## src/hw/rtl/tpd_pkg.sv

```systemverilog
// Shared types and constants for the telemetry payload deframer.
`timescale 1ns / 1ps

package tpd_pkg;

  // Width of the payload length and byte position.
  localparam int LENGTH_BITS = 16;

  // Payload layout constants.
  localparam int MIN_VALID_LEN = 49;
  localparam int GPS_REC_BYTES = 36;
  localparam int HK_MIN_BYTES  = 2;
  localparam int WORD_BYTES    = 8;

  // Depth of the queue between the parser and the output stage.
  localparam int QUEUE_DEPTH = 4;
  localparam int QUEUE_AW    = $clog2(QUEUE_DEPTH);

  // Result kinds.
  localparam logic [3:0] KIND_FRAME_TIME = 4'd0;
  localparam logic [3:0] KIND_ATT_TIME   = 4'd1;
  localparam logic [3:0] KIND_ATT_Z      = 4'd5;
  localparam logic [3:0] KIND_PRN        = 4'd6;
  localparam logic [3:0] KIND_GPS_TIME   = 4'd10;
  localparam logic [3:0] KIND_HK         = 4'd11;
  localparam logic [3:0] KIND_END        = 4'd12;

  // Parser sections.
  typedef enum logic [2:0] {
    SEC_IDLE  = 3'd0,
    SEC_HEAD  = 3'd1,
    SEC_GCNT  = 3'd2,
    SEC_GPS   = 3'd3,
    SEC_HKCNT = 3'd4,
    SEC_HK    = 3'd5,
    SEC_SKIP  = 3'd6,
    SEC_SHORT = 3'd7
  } sec_t;

  // One queue entry: what one byte produced (a field, an end record, or both).
  typedef struct packed {
    logic        has_field;
    logic [3:0]  kind;
    logic [7:0]  record_index;
    logic [63:0] value;
    logic        has_end;
    logic        frame_valid;
  } entry_t;

endpackage

```

## src/hw/rtl/tpd_stream_ifs.sv

```systemverilog
// Valid/ready channel interfaces for the byte input and the result output.
`timescale 1ns / 1ps

interface tpd_in_if import tpd_pkg::*; ();
  logic                   valid;
  logic                   ready;
  logic [7:0]             byte_value;
  logic                   first_byte;
  logic [LENGTH_BITS-1:0] payload_len;

  modport source (output valid, output byte_value, output first_byte, output payload_len,
                  input ready);
  modport sink (input valid, input byte_value, input first_byte, input payload_len,
                output ready);
endinterface

interface tpd_out_if;
  logic        valid;
  logic        ready;
  logic [3:0]  kind;
  logic [7:0]  record_index;
  logic [63:0] value;
  logic        frame_valid;
  logic        last;

  modport source (output valid, output kind, output record_index, output value,
                  output frame_valid, output last, input ready);
  modport sink (input valid, input kind, input record_index, input value,
                input frame_valid, input last, output ready);
endinterface

```

## src/hw/rtl/tpd_parser.sv

```systemverilog
// Front part: accepts payload bytes, tracks the layout and assembles fields.
`timescale 1ns / 1ps

module tpd_parser import tpd_pkg::*; (
  input  logic   clk,
  input  logic   rst_n,
  tpd_in_if.sink in_ch,
  input  logic   q_full,
  output logic   q_push,
  output entry_t q_entry
);

  sec_t                   sec_r, sec_nxt;
  logic [LENGTH_BITS-1:0] pos_r, pos_nxt;
  logic [LENGTH_BITS-1:0] flen_r, flen_nxt;
  logic [63:0]            shift_r, shift_nxt;
  logic [2:0]             fbc_r, fbc_nxt;
  logic [3:0]             fkind_r, fkind_nxt;
  logic [7:0]             gps_rem_r, gps_rem_nxt;
  logic [7:0]             hk_rem_r, hk_rem_nxt;
  logic [7:0]             rec_r, rec_nxt;

  logic                   accept;
  logic [LENGTH_BITS:0]   p_ext;
  logic [LENGTH_BITS:0]   flen_ext;
  logic                   hk_taken;
  logic [2:0]             need_m1;

  assign in_ch.ready = !q_full;
  assign accept      = in_ch.valid && !q_full;

  // Per-byte parse step: section moves, field assembly and result selection.
  always_comb begin
    sec_nxt     = sec_r;
    pos_nxt     = pos_r;
    flen_nxt    = flen_r;
    shift_nxt   = shift_r;
    fbc_nxt     = fbc_r;
    fkind_nxt   = fkind_r;
    gps_rem_nxt = gps_rem_r;
    hk_rem_nxt  = hk_rem_r;
    rec_nxt     = rec_r;
    q_entry     = '0;
    q_push      = 1'b0;
    p_ext       = '0;
    flen_ext    = '0;
    hk_taken    = 1'b0;
    need_m1     = 3'd7;
    if (accept) begin
      // A first byte restarts the parser with a fresh length.
      if (in_ch.first_byte) begin
        flen_nxt    = (in_ch.payload_len == '0) ? LENGTH_BITS'(1) : in_ch.payload_len;
        pos_nxt     = '0;
        shift_nxt   = '0;
        fbc_nxt     = '0;
        fkind_nxt   = KIND_FRAME_TIME;
        gps_rem_nxt = '0;
        hk_rem_nxt  = '0;
        rec_nxt     = '0;
        sec_nxt     = (flen_nxt < LENGTH_BITS'(MIN_VALID_LEN)) ? SEC_SHORT : SEC_HEAD;
      end
      p_ext    = {1'b0, pos_nxt};
      flen_ext = {1'b0, flen_nxt};
      if (sec_nxt != SEC_IDLE) begin
        if (sec_nxt == SEC_GCNT) begin
          // GPS record count byte.
          gps_rem_nxt = in_ch.byte_value;
          rec_nxt     = '0;
          fkind_nxt   = KIND_PRN;
          fbc_nxt     = '0;
          shift_nxt   = '0;
          sec_nxt     = SEC_GPS;
        end else begin
          // A new GPS record needs records left and a whole record of bytes.
          if (sec_nxt == SEC_GPS && fbc_nxt == 3'd0 && fkind_nxt == KIND_PRN) begin
            if (gps_rem_nxt == 8'd0 ||
                (p_ext + (LENGTH_BITS+1)'(GPS_REC_BYTES)) > flen_ext) begin
              sec_nxt = SEC_HKCNT;
            end
          end
          // Housekeeping count byte, read only if room for it and one more byte.
          if (sec_nxt == SEC_HKCNT) begin
            if ((p_ext + (LENGTH_BITS+1)'(HK_MIN_BYTES)) <= flen_ext) begin
              hk_rem_nxt = in_ch.byte_value;
              rec_nxt    = '0;
              fkind_nxt  = KIND_HK;
              fbc_nxt    = '0;
              shift_nxt  = '0;
              sec_nxt    = SEC_HK;
              hk_taken   = 1'b1;
            end else begin
              sec_nxt = SEC_SKIP;
            end
          end
          if (!hk_taken) begin
            // A new housekeeping word needs words left and eight bytes.
            if (sec_nxt == SEC_HK && fbc_nxt == 3'd0) begin
              if (hk_rem_nxt == 8'd0 ||
                  (p_ext + (LENGTH_BITS+1)'(WORD_BYTES)) > flen_ext) begin
                sec_nxt = SEC_SKIP;
              end
            end
            // Field assembly, most significant byte first.
            if (sec_nxt == SEC_HEAD || sec_nxt == SEC_GPS || sec_nxt == SEC_HK) begin
              need_m1   = (fkind_nxt == KIND_PRN) ? 3'd3 : 3'd7;
              shift_nxt = {shift_nxt[55:0], in_ch.byte_value};
              if (fbc_nxt == need_m1) begin
                q_push                 = 1'b1;
                q_entry.has_field      = 1'b1;
                q_entry.kind           = fkind_nxt;
                q_entry.record_index   = (sec_nxt == SEC_HEAD) ? 8'd0 : rec_nxt;
                q_entry.value          = shift_nxt;
                shift_nxt              = '0;
                fbc_nxt                = '0;
                if (sec_nxt == SEC_HEAD) begin
                  if (fkind_nxt >= KIND_ATT_Z) begin
                    sec_nxt = SEC_GCNT;
                  end else begin
                    fkind_nxt = fkind_nxt + 4'd1;
                  end
                end else if (sec_nxt == SEC_GPS) begin
                  if (fkind_nxt >= KIND_GPS_TIME) begin
                    fkind_nxt   = KIND_PRN;
                    gps_rem_nxt = gps_rem_nxt - 8'd1;
                    rec_nxt     = rec_nxt + 8'd1;
                  end else begin
                    fkind_nxt = fkind_nxt + 4'd1;
                  end
                end else begin
                  hk_rem_nxt = hk_rem_nxt - 8'd1;
                  rec_nxt    = rec_nxt + 8'd1;
                end
              end else begin
                fbc_nxt = fbc_nxt + 3'd1;
              end
            end
          end
        end
        // The last byte of the payload closes it with an end record.
        if ((p_ext + (LENGTH_BITS+1)'(1)) >= flen_ext) begin
          q_push              = 1'b1;
          q_entry.has_end     = 1'b1;
          q_entry.frame_valid = (flen_nxt >= LENGTH_BITS'(MIN_VALID_LEN));
          sec_nxt             = SEC_IDLE;
        end
        pos_nxt = pos_nxt + LENGTH_BITS'(1);
      end
    end
  end

  // Parser state registers.
  always_ff @(posedge clk) begin
    if (!rst_n) begin
      sec_r     <= SEC_IDLE;
      pos_r     <= '0;
      flen_r    <= '0;
      shift_r   <= '0;
      fbc_r     <= '0;
      fkind_r   <= '0;
      gps_rem_r <= '0;
      hk_rem_r  <= '0;
      rec_r     <= '0;
    end else begin
      sec_r     <= sec_nxt;
      pos_r     <= pos_nxt;
      flen_r    <= flen_nxt;
      shift_r   <= shift_nxt;
      fbc_r     <= fbc_nxt;
      fkind_r   <= fkind_nxt;
      gps_rem_r <= gps_rem_nxt;
      hk_rem_r  <= hk_rem_nxt;
      rec_r     <= rec_nxt;
    end
  end

endmodule

```

## src/hw/rtl/tpd_queue.sv

```systemverilog
// Short queue that decouples the parser from the output stage.
`timescale 1ns / 1ps

module tpd_queue import tpd_pkg::*; (
  input  logic   clk,
  input  logic   rst_n,
  input  logic   push,
  input  entry_t push_entry,
  output logic   full,
  input  logic   pop,
  output entry_t head_entry,
  output logic   empty
);

  entry_t              slots_r [QUEUE_DEPTH];
  logic [QUEUE_AW-1:0] wr_ptr_r, wr_ptr_nxt;
  logic [QUEUE_AW-1:0] rd_ptr_r, rd_ptr_nxt;
  logic [QUEUE_AW:0]   count_r, count_nxt;
  logic                do_push;
  logic                do_pop;

  assign full       = (count_r == (QUEUE_AW+1)'(QUEUE_DEPTH));
  assign empty      = (count_r == '0);
  assign do_push    = push && !full;
  assign do_pop     = pop && !empty;
  assign head_entry = slots_r[rd_ptr_r];

  // Pointer and occupancy update.
  always_comb begin
    wr_ptr_nxt = do_push ? wr_ptr_r + QUEUE_AW'(1) : wr_ptr_r;
    rd_ptr_nxt = do_pop  ? rd_ptr_r + QUEUE_AW'(1) : rd_ptr_r;
    count_nxt  = count_r;
    if (do_push && !do_pop) begin
      count_nxt = count_r + (QUEUE_AW+1)'(1);
    end else if (do_pop && !do_push) begin
      count_nxt = count_r - (QUEUE_AW+1)'(1);
    end
  end

  always_ff @(posedge clk) begin
    if (!rst_n) begin
      wr_ptr_r <= '0;
      rd_ptr_r <= '0;
      count_r  <= '0;
    end else begin
      wr_ptr_r <= wr_ptr_nxt;
      rd_ptr_r <= rd_ptr_nxt;
      count_r  <= count_nxt;
    end
  end

  // Entry storage.
  always_ff @(posedge clk) begin
    if (do_push) begin
      slots_r[wr_ptr_r] <= push_entry;
    end
  end

  // The parser never pushes into a full queue.
  a_no_push_when_full: assert property (@(posedge clk) disable iff (!rst_n)
    !(push && full)) else $error("queue push while full");

  // Occupancy never exceeds the depth.
  a_count_bound: assert property (@(posedge clk) disable iff (!rst_n)
    count_r <= (QUEUE_AW+1)'(QUEUE_DEPTH)) else $error("queue count out of range");

endmodule

```

## src/hw/rtl/tpd_emit.sv

```systemverilog
// Back part: turns queue entries into result items on the output channel.
`timescale 1ns / 1ps

module tpd_emit import tpd_pkg::*; (
  input  logic      clk,
  input  logic      rst_n,
  input  entry_t    head_entry,
  input  logic      q_empty,
  output logic      q_pop,
  tpd_out_if.source out_ch
);

  logic        out_valid_r, out_valid_nxt;
  logic [3:0]  kind_r, kind_nxt;
  logic [7:0]  idx_r, idx_nxt;
  logic [63:0] value_r, value_nxt;
  logic        fv_r, fv_nxt;
  logic        last_r, last_nxt;
  logic        pend_end_r, pend_end_nxt;
  logic        pend_fv_r, pend_fv_nxt;
  logic        load;

  assign load  = !out_valid_r || out_ch.ready;
  assign q_pop = load && !pend_end_r && !q_empty;

  // Output register loading: a pending end record goes before the next entry.
  always_comb begin
    out_valid_nxt = out_valid_r;
    kind_nxt      = kind_r;
    idx_nxt       = idx_r;
    value_nxt     = value_r;
    fv_nxt        = fv_r;
    last_nxt      = last_r;
    pend_end_nxt  = pend_end_r;
    pend_fv_nxt   = pend_fv_r;
    if (load) begin
      if (pend_end_r) begin
        out_valid_nxt = 1'b1;
        kind_nxt      = KIND_END;
        idx_nxt       = '0;
        value_nxt     = '0;
        fv_nxt        = pend_fv_r;
        last_nxt      = 1'b1;
        pend_end_nxt  = 1'b0;
      end else if (!q_empty) begin
        out_valid_nxt = 1'b1;
        if (head_entry.has_field) begin
          kind_nxt     = head_entry.kind;
          idx_nxt      = head_entry.record_index;
          value_nxt    = head_entry.value;
          fv_nxt       = 1'b0;
          last_nxt     = 1'b0;
          pend_end_nxt = head_entry.has_end;
          pend_fv_nxt  = head_entry.frame_valid;
        end else begin
          kind_nxt  = KIND_END;
          idx_nxt   = '0;
          value_nxt = '0;
          fv_nxt    = head_entry.frame_valid;
          last_nxt  = 1'b1;
        end
      end else begin
        out_valid_nxt = 1'b0;
      end
    end
  end

  // Control registers.
  always_ff @(posedge clk) begin
    if (!rst_n) begin
      out_valid_r <= 1'b0;
      pend_end_r  <= 1'b0;
      pend_fv_r   <= 1'b0;
    end else begin
      out_valid_r <= out_valid_nxt;
      pend_end_r  <= pend_end_nxt;
      pend_fv_r   <= pend_fv_nxt;
    end
  end

  // Result payload registers.
  always_ff @(posedge clk) begin
    kind_r  <= kind_nxt;
    idx_r   <= idx_nxt;
    value_r <= value_nxt;
    fv_r    <= fv_nxt;
    last_r  <= last_nxt;
  end

  assign out_ch.valid        = out_valid_r;
  assign out_ch.kind         = kind_r;
  assign out_ch.record_index = idx_r;
  assign out_ch.value        = value_r;
  assign out_ch.frame_valid  = fv_r;
  assign out_ch.last         = last_r;

  // A pending end record always trails a field item that is on the output.
  a_pend_has_field: assert property (@(posedge clk) disable iff (!rst_n)
    pend_end_r |-> (out_valid_r && !last_r)) else $error("end record pending without field");

  // Only the end record carries last, and it has a zero value and index.
  a_last_is_end: assert property (@(posedge clk) disable iff (!rst_n)
    (out_valid_r && last_r) |-> (kind_r == KIND_END && value_r == '0 && idx_r == '0))
    else $error("last set on a non-end item");

endmodule

```

## src/hw/rtl/telemetry_payload_deframer.sv

```systemverilog
// Top level of the telemetry payload deframer.
`timescale 1ns / 1ps

// The block takes one payload byte per clock cycle whenever its four-entry result queue
// has room, and emits assembled big-endian fields (frame time, attitude record, GPS
// records, housekeeping words) as raw 64-bit items, followed by an end record on the
// payload's last byte. A byte yields zero, one or two items; the output stage drains one
// item per cycle while the receiver is ready, and a byte that completes a field and closes
// the payload takes a single queue entry, so the queue absorbs it without stalling the input.
// The parser step (one shift and a few position compares) is the loop that sets the rate.
module telemetry_payload_deframer import tpd_pkg::*; (
  input  logic      clk,
  input  logic      rst_n,
  tpd_in_if.sink    in_ch,
  tpd_out_if.source out_ch
);

  logic   q_push;
  logic   q_pop;
  logic   q_full;
  logic   q_empty;
  entry_t push_entry;
  entry_t head_entry;

  // Front part: byte parsing.
  tpd_parser u_parser (
    .clk     (clk),
    .rst_n   (rst_n),
    .in_ch   (in_ch),
    .q_full  (q_full),
    .q_push  (q_push),
    .q_entry (push_entry)
  );

  // Decoupling queue.
  tpd_queue u_queue (
    .clk        (clk),
    .rst_n      (rst_n),
    .push       (q_push),
    .push_entry (push_entry),
    .full       (q_full),
    .pop        (q_pop),
    .head_entry (head_entry),
    .empty      (q_empty)
  );

  // Back part: result output.
  tpd_emit u_emit (
    .clk        (clk),
    .rst_n      (rst_n),
    .head_entry (head_entry),
    .q_empty    (q_empty),
    .q_pop      (q_pop),
    .out_ch     (out_ch)
  );

endmodule

```

## src/flat_wrapper.sv

```systemverilog
// flat-port wrapper written by rule: the top's interface ports become plain ports
module telemetry_payload_deframer_flat import tpd_pkg::*;
  (clk, rst_n, in_ch_valid, in_ch_byte_value, in_ch_first_byte, in_ch_payload_len, in_ch_ready, out_ch_valid, out_ch_kind, out_ch_record_index, out_ch_value, out_ch_frame_valid, out_ch_last, out_ch_ready);
  tpd_in_if in_ch_i ();
  tpd_out_if out_ch_i ();
  input  logic clk;
  input  logic rst_n;
  input wire logic [$bits(in_ch_i.valid)-1:0] in_ch_valid;
  input wire logic [$bits(in_ch_i.byte_value)-1:0] in_ch_byte_value;
  input wire logic [$bits(in_ch_i.first_byte)-1:0] in_ch_first_byte;
  input wire logic [$bits(in_ch_i.payload_len)-1:0] in_ch_payload_len;
  output wire logic [$bits(in_ch_i.ready)-1:0] in_ch_ready;
  output wire logic [$bits(out_ch_i.valid)-1:0] out_ch_valid;
  output wire logic [$bits(out_ch_i.kind)-1:0] out_ch_kind;
  output wire logic [$bits(out_ch_i.record_index)-1:0] out_ch_record_index;
  output wire logic [$bits(out_ch_i.value)-1:0] out_ch_value;
  output wire logic [$bits(out_ch_i.frame_valid)-1:0] out_ch_frame_valid;
  output wire logic [$bits(out_ch_i.last)-1:0] out_ch_last;
  input wire logic [$bits(out_ch_i.ready)-1:0] out_ch_ready;
  assign in_ch_i.valid = in_ch_valid;
  assign in_ch_i.byte_value = in_ch_byte_value;
  assign in_ch_i.first_byte = in_ch_first_byte;
  assign in_ch_i.payload_len = in_ch_payload_len;
  assign in_ch_ready = in_ch_i.ready;
  assign out_ch_valid = out_ch_i.valid;
  assign out_ch_kind = out_ch_i.kind;
  assign out_ch_record_index = out_ch_i.record_index;
  assign out_ch_value = out_ch_i.value;
  assign out_ch_frame_valid = out_ch_i.frame_valid;
  assign out_ch_last = out_ch_i.last;
  assign out_ch_i.ready = out_ch_ready;
  telemetry_payload_deframer u_core (.clk(clk), .rst_n(rst_n), .in_ch(in_ch_i), .out_ch(out_ch_i));
endmodule
```

## config.mk

```make
export PLATFORM = sky130hd
export DESIGN_NAME = telemetry_payload_deframer_flat
export DESIGN_NICKNAME = d
export VERILOG_FILES = /design/src/hw/rtl/tpd_pkg.sv /design/src/hw/rtl/tpd_stream_ifs.sv /design/src/hw/rtl/tpd_parser.sv /design/src/hw/rtl/tpd_queue.sv /design/src/hw/rtl/tpd_emit.sv /design/src/hw/rtl/telemetry_payload_deframer.sv /design/src/flat_wrapper.sv
export SDC_FILE = /design/constraint.sdc
export NUM_CORES = 1
export LEC_CHECK = 0
export ABC_AREA = 1
export BUFFER_PORTS_ARGS = -buffer_cell sky130_fd_sc_hd__buf_2
export CAP_MARGIN = 20
export CORE_MARGIN = 8
export CORE_UTILIZATION = 50
export DETAILED_ROUTE_END_ITERATION = 7
export HOLD_SLACK_MARGIN = 0.03
export PLACE_DENSITY = 0.67
export SLEW_MARGIN = 0
export SYNTH_ARGS = -nofsm -noshare
export SYNTH_HDL_FRONTEND = slang
export SYNTH_SLANG_ARGS = --single-unit
```

## constraint.sdc

```tcl
create_clock -name clk -period 22.9 [get_ports clk]
set_input_delay 2.29 -clock clk [delete_from_list [all_inputs] [get_ports clk]]
set_output_delay 2.29 -clock clk [all_outputs]
set_load 0.01 [all_outputs]
```

======== After elaboration in Yosys (flattened, before gate mapping) ========
Memory sizes are Yosys's and may differ from the RTL's. A register that Yosys moved wholly into a read port is not among the register bits.
Index checks and enable logic that the tools add are counted.
storage, ports and cells
  register bits after elaboration ......... 218
  memories kept ........................... 1
  RAM bits ................................ 316
  output and inout bits ................... 80
  logic and storage cells ................. 237
  bits of input ports ..................... 29
memory list
  name                    words  width  rd ports  clocked after Yosys merged registers in  write ports  line             RTL
  u_core.u_queue.slots_r  4      79     1         1                                        1            tpd_queue.sv:15  entry_t slots_r [QUEUE_DEPTH];
operators by class
  multiplexer cells ....................... 149
  equal/unequal tests ..................... 12
  bitwise gates (word level) .............. 2
  reduce and logical (&&, ||, !) cells .... 31
  magnitude comparators ................... 8
  $add $sub $neg .......................... 14
operators with widths
  kind                     number
  $mux W64                 10
  $mux W8                  40
  $mux W77                 4
  $mux W79                 2
  $mux W3                  41
  $mux W16                 6
  $mux W4                  18
  $gt A17 B16 Y1           2
  $mux W1                  24
  $add A16 B1 Y17 const B  1
  $add A16 B2 Y17 const B  1
  $add A16 B4 Y17 const B  1
  $add A16 B6 Y17 const B  1
  $ge A17 B16 Y1           1
  $le A17 B16 Y1           1
  $add A16 B1 Y16 const B  1
  $ge A16 B6 Y1 const B    1
  $logic_not A16 Y1        1
  $logic_not A8 Y1         2
  $lt A16 B6 Y1 const B    1
  $sub A8 B1 Y8 const B    2
  $eq A3 B3 Y1 const B     4
  $logic_and A1 B1 Y1      10
  $eq A3 B2 Y1 const B     3
  20 further kinds         38

======== Logic depth before layout (Yosys ltp) ========
Gate-level depths: netlist of the first run.
  depth in word-level cells ............... 40
  gate-level depth with buffers ........... 50
  depth with buffers taken out ............ 45

======== Cells and area by module ========
A second synthesis of the first run with hierarchy kept.
unflattened totals
  cells, all modules ...................... 2934
  area total of the unflattened synthesis .. 26952.1 um^2
by module, submodules not included
  module      area an instance (um^2)  cells an instance  times used
  tpd_queue   12177.9                  833                1
  tpd_parser  11379.7                  1833               1
  tpd_emit    3394.5                   268                1

======== Worst setup path after synthesis of the first run ========
Ideal clock, no wire load.
  path type ............................... input to register
  start point ............................. input in_ch_first_byte
  end point ............................... memory u_core.u_queue.slots_r[0][0] (netlist bit), enable pin
  slack ................................... 12.226 ns
  library setup time ...................... 0.518 ns
  arrival ................................. 10.156 ns
  stages .................................. 38
  cells stage by stage .................... inv_4 -> buf_6 -> clkbuf_1 -> buf_1 -> clkbuf_1 -> buf_1 -> nand2_1 -> xor2_1 -> nand2_1 -> o21ai_0 -> ha_1 -> nand3_2 -> nor2_2 -> nand3_1 -> nand3_1 -> nand2_2 -> buf_6 -> buf_8 -> [... 2 more ...] -> clkbuf_1 -> a21oi_1 -> inv_1 -> ha_1 -> nand3_1 -> nor2_1 -> nand3_1 -> nand2_1 -> nand2_2 -> nand2_1 -> nand2_1 -> buf_6 -> nand2_2 -> inv_2 -> nand2_4 -> nand2_2 -> inv_2 -> nor2_1
between the ends
  cells in the longest elaborated chain, start to end .. 35
  elaborated cells between the ends (all ways) .. 90
  those cells by class .................... add/sub (4); order compare (4); eq/ne (10); mux (59); reduce/logical (13)
RTL lines
  what                               line                RTL
  start, declared                    flat_wrapper.sv:10  input wire logic [$bits(in_ch_i.first_byte)-1:0] in_ch_first_byte;
  $mux W16                           tpd_parser.sv:51    if (in_ch.first_byte) begin
  $mux W16                           tpd_parser.sv:49    if (accept) begin
  $add A16 B6 Y17                    tpd_parser.sv:77    (p_ext + (LENGTH_BITS+1)'(GPS_REC_BYTES)) > flen_ext) begin
  $gt A17 B16 Y1                     tpd_parser.sv:77
  $logic_or A1 B1 Y1                 tpd_parser.sv:76    if (gps_rem_nxt == 8'd0 ||
  $mux W3                            tpd_parser.sv:76
  $mux W3                            tpd_parser.sv:75    if (sec_nxt == SEC_GPS && fbc_nxt == 3'd0 && fkind_nxt == KIND_PRN) begin
  $mux W3                            tpd_parser.sv:65    if (sec_nxt == SEC_GCNT) begin
  [... 20 more ...]                  --
  $mux W1                            tpd_parser.sv:65
  $mux W1                            tpd_parser.sv:140   if ((p_ext + (LENGTH_BITS+1)'(1)) >= flen_ext) begin
  $mux W1 (*)                        tpd_parser.sv:64    if (sec_nxt != SEC_IDLE) begin
  $mux W1 (*)                        tpd_parser.sv:49
  $logic_and A1 B1 Y1 (*)            tpd_queue.sv:24     assign do_push = push && !full;
  net u_core.u_queue.do_push         tpd_queue.sv:19     logic do_push;
  $mux W1 (*)                        tpd_queue.sv:54     if (do_push) begin
  $mux W1 (implied by the code) (*)  tpd_queue.sv:55     slots_r[wr_ptr_r] <= push_entry;
  end, declared                      tpd_queue.sv:15
Mark *: on every way through the listed nets, which the timed path passes. The rest lies on a longest branch. The select of a mux whose other input is x is not followed.

======== Worst setup path after layout of the first run ========
  start point ............................. input in_ch_first_byte
  end point ............................... memory u_core.u_queue.slots_r[3][33] (netlist bit), enable pin
Same word-level chain as after synthesis.

==> impl_metrics.env, run 1 <==
export IMPL_status="completed"
export IMPL_place_congestion=0.962
export IMPL_cts_tree="built"
export IMPL_worstReg2RegStart="u_core.u_parser.pos_r[4]"
export IMPL_r2r_end="u_core.u_queue.slots_r[3][33]"
export IMPL_cts_setup_buffers=0
export IMPL_slowest_delay_ns=0.76
export IMPL_grt_max_degree=92
export IMPL_cts_clk_slew_worst_paths_ns=0.06
export IMPL_worstSetupEndpoint="u_core.u_queue.slots_r[3][33]"
export IMPL_ys_flop_type="edfxtp_1"
export IMPL_yosysTopAreaCell="edfxtp_1"
export IMPL_nets=3021
export IMPL_clkSinkCount=528
export IMPL_drt_wl_total_um=71200
export IMPL_drv_cap=0
export IMPL_max_freq_mhz=97.5
export IMPL_p_per_area_nw_per_um2=99.7
export IMPL_max_slew_margin=0.298
export IMPL_top_usage_layer="met2"
export IMPL_grt_pass1_vias=19811
export IMPL_antenna_left=0
export IMPL_cp_start_kind="input pin"
export IMPL_coreArea_sq_um=51300
export IMPL_crit_cells=36
export IMPL_detail_route_wl_per_cell_um=19.6
export IMPL_numCtsBuffers=54
export IMPL_start_util=0.506
export IMPL_fillers=4487
export IMPL_drc=0
export IMPL_post_route_period_util=0.448
export IMPL_numPortBuffers=108
export IMPL_crit_type="input pin to register"
export IMPL_critPathBufInv=11
export IMPL_hp_start="u_core.u_parser.flen_r[6]"
export IMPL_p_leak_nw=10.8
export IMPL_synthCells=2886
export IMPL_rsz0062_at_grt="false"
export IMPL_dp_hpwl_um=46300
export IMPL_drt_iter0_markers=1772
export IMPL_crit_start="in_ch_first_byte"
export IMPL_syn_nets=2992
export IMPL_die_area_sq_um=59500
export IMPL_fin_skew_ns=0.0179
export IMPL_crit_family="simple AND/OR/NAND/NOR gates"
export IMPL_rows=83
export IMPL_grt_util_met1=0.306
export IMPL_hold_path_class="register to register"
export IMPL_vias=20599
export IMPL_rr_worst_depth=34
export IMPL_power_mw=2.87
export IMPL_ys_seq_area_frac=0.559
export IMPL_peakVddDrop_mv=0.0642
export IMPL_die_h_um=244
export IMPL_io_pins=109
export IMPL_grtUsageMet2=0.389
export IMPL_synth_edf_count=394
export IMPL_cts_root_buf="clkbuf_16"
export IMPL_worstSetupEndpointType="register"
export IMPL_via_per_inst=5.66
export IMPL_worst_ep_arrival_time_ns=10.47
export IMPL_crit_fanout=60
export IMPL_synth_top_area_frac=0.456
export IMPL_track_usage=0.232
export IMPL_drive_gt1_frac=0.0993
export IMPL_cpMaxStageDelayCell="buf_4"
export IMPL_cts_resized=0
export IMPL_ys_warn_count=0
export IMPL_h_tree_depth=2
export IMPL_clk_latency_ns=0.60
export IMPL_postCtsHoldBufs=0
export IMPL_synth_area_sq_um=26000
export IMPL_ys_async_sr_fraction=0
export IMPL_synth_cell_types=56
export IMPL_first_pass_iters=5
export IMPL_met3_usage=0.0328
export IMPL_whs_ns=0.464
export IMPL_die_width_um=244
export IMPL_synthTopCellsByArea="edfxtp_1 46%, dfxtp_1 10%, nor2_1 8.2%, nand2_1 5.9%, o21ai_0 5.0%"
export IMPL_syn_area_per_cell_sq_um=9.00
export IMPL_tightest_slew_ns=1.05
export IMPL_cts_max_path_buffers=3
export IMPL_grt_pass1_wl_um=111000
export IMPL_ys_ff_latch=528
export IMPL_grt_overflow=0
export IMPL_antenna_found_initial=1
export IMPL_area_growth_pct=10.9
export IMPL_hold_viol=0
export IMPL_slew_violations=0
export IMPL_period_needed_ns=10.25
export IMPL_finalSetupViolCount=0
export IMPL_final_core_util=0.561
export IMPL_fin_setup_tns_ns=0
export IMPL_r2r_slack_ns=14.51
export IMPL_cp_required_ns=23.12
==> Yosys cell counts (11+ instances only) <==
cell type    n
a21oi_1    245
buf_1       24
buf_2       14
buf_6       11
clkbuf_1   116
dfxtp_1    134
edfxtp_1   394
ha_1        76
inv_1      208
inv_2       15
nand2_1    410
nand2_2     16
nand3_1     85
nand4_1     39
nor2_1     570
nor3_1      34
nor4_1      29
o2111ai_1   15
o211ai_1    21
o21a_1      19
o21ai_0    259
o21ai_1     37
xor2_1      35
==> registers in the layout, summed over array words and instances (netlist names), 8 cells and up, named ones only <==
name	cells
u_core.u_emit.out_ch.record_index	8
u_core.u_emit.out_ch.value	64
u_core.u_parser.flen_r	16
u_core.u_parser.gps_rem_r	8
u_core.u_parser.hk_rem_r	8
u_core.u_parser.pos_r	16
u_core.u_parser.rec_r	8
u_core.u_parser.shift_r	56
u_core.u_queue.slots_r	316
==> where the power goes <==
group / switching, mW / total (mW) / internal (mW)
Clock: 0.381 / 0.921 / 0.540
Sequential: 0.0455 / 1.22 / 1.18
Combinational: 0.517 / 0.726 / 0.209
Total: 0.944 / 2.87 / 1.93
==> per-layer routing <==
layer / part of all wire / vias up / routed length (um)
li1: - / 9929 / -
met1: 0.43 / 9861 / 30500
met2: 0.48 / 694 / 33900
met3: 0.063 / 115 / 4480
met4: 0.034 / 0 / 2390
met5: 0 / - / 0
==> worst min path at each step <==
stage | to | slack, ns | cells past startpoint
global placement | register | 0.44 | 2
finish | u_core.u_parser.flen_r[6] | 0.46 | 2
detailed placement | register | 0.45 | 2
CTS | u_core.u_parser.flen_r[6] | 0.46 | 2
global route | u_core.u_parser.shift_r[46] | 0.48 | 2
floorplan | register | 0.44 | 2
==> worst register-to-register path, delay by kind of cell (launching register included) <==
family	cells	cell delay, ns
AOI/OAI and AO/OA	3	0.66
DFF	1	0.39
adders and majority gates	2	0.49
buffers and inverters	8	1.76
xor gates and xnor gates	1	0.18
and+or+nand+nor	20	4.42
==> placed cells by master, fill, tap and decap left out, drive strengths merged, types with 2 or more instances in the layout <==
cell type,n
clkinvlp,3
ha,76
o21ai,296
a221oi,4
a211oi,3
o211ai,21
xor2,35
clkinv,23
mux2i,7
nand2,429
inv,229
o311ai,5
nor3,37
o221ai,3
o22ai,10
bufinv,7
nand3b,2
nand3,87
a21boi,2
clkbuf,66
a31oi,6
dfxtp,134
o31ai,3
and2,2
o21a,19
o21bai,4
o2111ai,15
a21oi,247
buf,140
nor4,29
nor2,576
edfxtp,394
nand4,39
==> stage by stage <==
stage	area [sq um]	cells	setup slack, ns
finish	28800	3642	12.65
global route	28800	3641	11.91
CTS	28800	3641	12.71
detailed placement	26900	3539	12.09
global placement	26900	3539	12.24
floorplan	26000	2886	12.23
==> cells by family (layout without fill, tap and decap cells) <==
| logic type | after synthesis | count (layout) | synth area share |
|---|---|---|---|
| multiplexers | 7 | 7 | 0.00270 |
| XOR/XNOR | 36 | 36 | 0.0121 |
| AO/OA/AOI/OAI | 642 | 642 | 0.135 |
| AND/OR/NAND/NOR | 1203 | 1203 | 0.192 |
| other | 0 | 1 | 0 |
| buffers and inverters | 393 | 468 | 0.0614 |
| adder cells (fa/ha/maj) | 77 | 77 | 0.0374 |
| flip-flops | 528 | 528 | 0.559 |
==> layout make-up <==
| cell class | count | area, sq um | area share |
|---|---|---|---|
| Inverter | 226 | 856 | 0.0297 |
| Sequential cell | 528 | 14500 | 0.504 |
| Clock buffer | 66 | 1470 | 0.0510 |
| Tap cell | 680 | 851 | 0.0296 |
| Multi-Input combinational cell | 1965 | 9900 | 0.344 |
| Clock inverter | 36 | 408 | 0.0142 |
| Timing Repair Buffer | 140 | 781 | 0.0271 |
| Antenna cell | 1 | 2.50 | 0.0000869 |
Note: power is estimated with default switching activity, not from simulation.
==> run 2: changes to the inputs <==
PLACE_DENSITY = 0.69   (was 0.67)
clock period = 9.09 ns   (was 22.9 ns; I/O delays follow)
==> run 2 against run 1 <==
Utilization rose by 0.16 points. Power rose to 2.5 times the previous value. Hold slack improved by 0.0020 ns. Clock-buffer cell count rose by 3. Largest power group unchanged. Critical path depth rose by 4. Highest routed layer unchanged. Via count rose by 1.4%. Sequential power rose to 2.5 times the previous value.
==> impl_metrics.env, run 2 (same netlist as run 1, synthesis figures left out) <==
export IMPL_status="completed"
export IMPL_r2r_end="u_core.u_queue.slots_r[0][22]"
export IMPL_track_usage=0.229
export IMPL_finalSetupViolCount=0
export IMPL_nets=3022
export IMPL_p_leak_nw=10.8
export IMPL_final_cell_mix="566 x nor2_1, 408 x nand2_1, 394 x edfxtp_1"
export IMPL_tightest_slew_ns=1.04
export IMPL_peakVddDrop_mv=0.155
export IMPL_met3_usage=0.0351
export IMPL_max_slew_margin=0.305
export IMPL_grt_pass1_wl_um=111000
export IMPL_cts_setup_buffers=0
export IMPL_critPathBufInv=10
export IMPL_hp_start="u_core.u_parser.flen_r[5]"
export IMPL_regMostFlops="u_core.u_queue.slots_r"
export IMPL_grt_overflow=0
export IMPL_fin_skew_ns=0.0218
export IMPL_cts_resized=0
export IMPL_coreArea_sq_um=51300
export IMPL_fin_setup_tns_ns=0
export IMPL_drv_cap=0
export IMPL_final_common_cell="nor2_1"
export IMPL_hold_path_endpoint="u_core.u_parser.flen_r[5]"
export IMPL_drc=0
export IMPL_r2r_slack_ns=2.02
export IMPL_crit_type="input pin to register"
export IMPL_drt_wl_total_um=71100
export IMPL_grtUsageMet2=0.373
export IMPL_numCtsBuffers=54
export IMPL_place_congestion=0.979
export IMPL_numPlacedInstances=3539
export IMPL_die_h_um=244
export IMPL_start_util=0.506
export IMPL_antenna_left=0
export IMPL_die_width_um=244
export IMPL_p_per_area_nw_per_um2=252
export IMPL_crit_cells=40
export IMPL_cts_clk_slew_worst_paths_ns=0.06
export IMPL_largest_reg_flops=316
export IMPL_cpMaxStageDelayCell="nor2_4"
export IMPL_instances_no_fill=3642
export IMPL_via_per_inst=5.73
export IMPL_drive_gt1_frac=0.0955
export IMPL_io_pins=109
export IMPL_hold_viol=0
export IMPL_worst_ep_arrival_time_ns=7.64
export IMPL_setup_ws_ns=1.71
export IMPL_slew_violations=0
export IMPL_crit_fanout=63
export IMPL_rsz0062_at_grt="false"
export IMPL_path_common_cell="nand2_2"
export IMPL_dp_slack_ns=1.17
export IMPL_slowest_delay_ns=0.45
export IMPL_whs_path_depth=2
export IMPL_rr_worst_depth=38
export IMPL_area_growth_pct=11.2
export IMPL_cts_root_buf="clkbuf_16"
export IMPL_first_pass_iters=5
export IMPL_rows=83
export IMPL_numPortBuffers=108
export IMPL_clkSinkCount=528
export IMPL_post_route_period_util=0.811
export IMPL_grt_util_met1=0.308
export IMPL_h_tree_depth=2
export IMPL_detail_route_wl_per_cell_um=19.5
export IMPL_die_area_sq_um=59500
export IMPL_worstReg2RegStart="u_core.u_parser.pos_r[4]"
export IMPL_cp_start_kind="input pin"
export IMPL_cts_tree="built"
export IMPL_hold_path_class="register to register"
export IMPL_top_usage_layer="met2"
export IMPL_drt_iter0_markers=2227
export IMPL_vias=20885
export IMPL_max_freq_mhz=136
export IMPL_antenna_found_initial=0
export IMPL_grt_max_degree=92
export IMPL_postCtsHoldBufs=0
export IMPL_period_needed_ns=7.38
export IMPL_crit_family="simple AND/OR/NAND/NOR gates"
export IMPL_antenna_cells=0
export IMPL_worstSetupEndpointType="register"
export IMPL_cp_required_ns=9.35
export IMPL_grt_pass1_vias=19827
export IMPL_cts_max_path_buffers=3
export IMPL_dp_hpwl_um=45000
export IMPL_clk_latency_ns=0.62
## run 2: cell count changes in the layout (fill, tap and decap cells not counted), sizes merged
cell,before,now
clkinvlp,3,4
buf,140,141
clkinv,23,18
clkbuf,66,69
bufinv,7,10
inv,229,227
diode,1,0
## run 2: worst register-to-register path, delay by kind of cell (launching register included)
kind	cells	cell delay [ns]
compound gates	3	0.72
xor+xnor	1	0.18
fa+ha+maj	2	0.50
buf+inv	8	1.29
flops	1	0.40
simple gates	24	3.49
## run 2: worst max-delay path by stage
stage,start,endpoint,slack (ns)
detailed placement,in_ch_first_byte,u_core.u_queue.slots_r[0][27],1.17
global route,in_ch_first_byte,u_core.u_queue.slots_r[0][32],0.96
global placement,in_ch_first_byte,u_core.u_queue.slots_r[0][26],1.33
CTS,in_ch_first_byte,u_core.u_queue.slots_r[0][22],1.80
finish,in_ch_first_byte,u_core.u_queue.slots_r[0][22],1.71
floorplan,in_ch_first_byte,u_core.u_queue.slots_r[0][0],1.14
## run 2: stage by stage
step | utilization | total power [mW] | hold WS [ns] | instance area (sq um)
final | 0.563 | 7.27 | 0.466 | 28900
after global routing | 0.563 | 7.63 | 0.476 | 28900
after CTS | 0.562 | 7.32 | 0.466 | 28900
after detailed placement | 0.526 | 4.97 | 0.456 | 27000
after global placement | 0.526 | 4.93 | 0.448 | 27000
after floorplan | - | 4.34 | 0.436 | 26000
## run 2: routing by layer
layer / part of all wire / up-vias
met5: 0 / -
met4: 0.031 / 0
met3: 0.071 / 139
met2: 0.47 / 798
met1: 0.43 / 9989
li1: - / 9959
## run 2: area by class of cell
type,count,area (sq um)
well taps,680,851
clock buffers,69,1410
fillers,4507,22400
multi-input cells,1965,9900
inverters,226,857
flip-flops and latches,528,14500
clock inverters,33,469
repair buffers,141,863
## run 2: report_power, final
group / switching, mW / internal (mW) / leakage, nW
Sequential: 0.125 / 2.97 / 4.67
Combinational: 1.30 / 0.536 / 5.21
Clock: 0.955 / 1.39 / 0.894
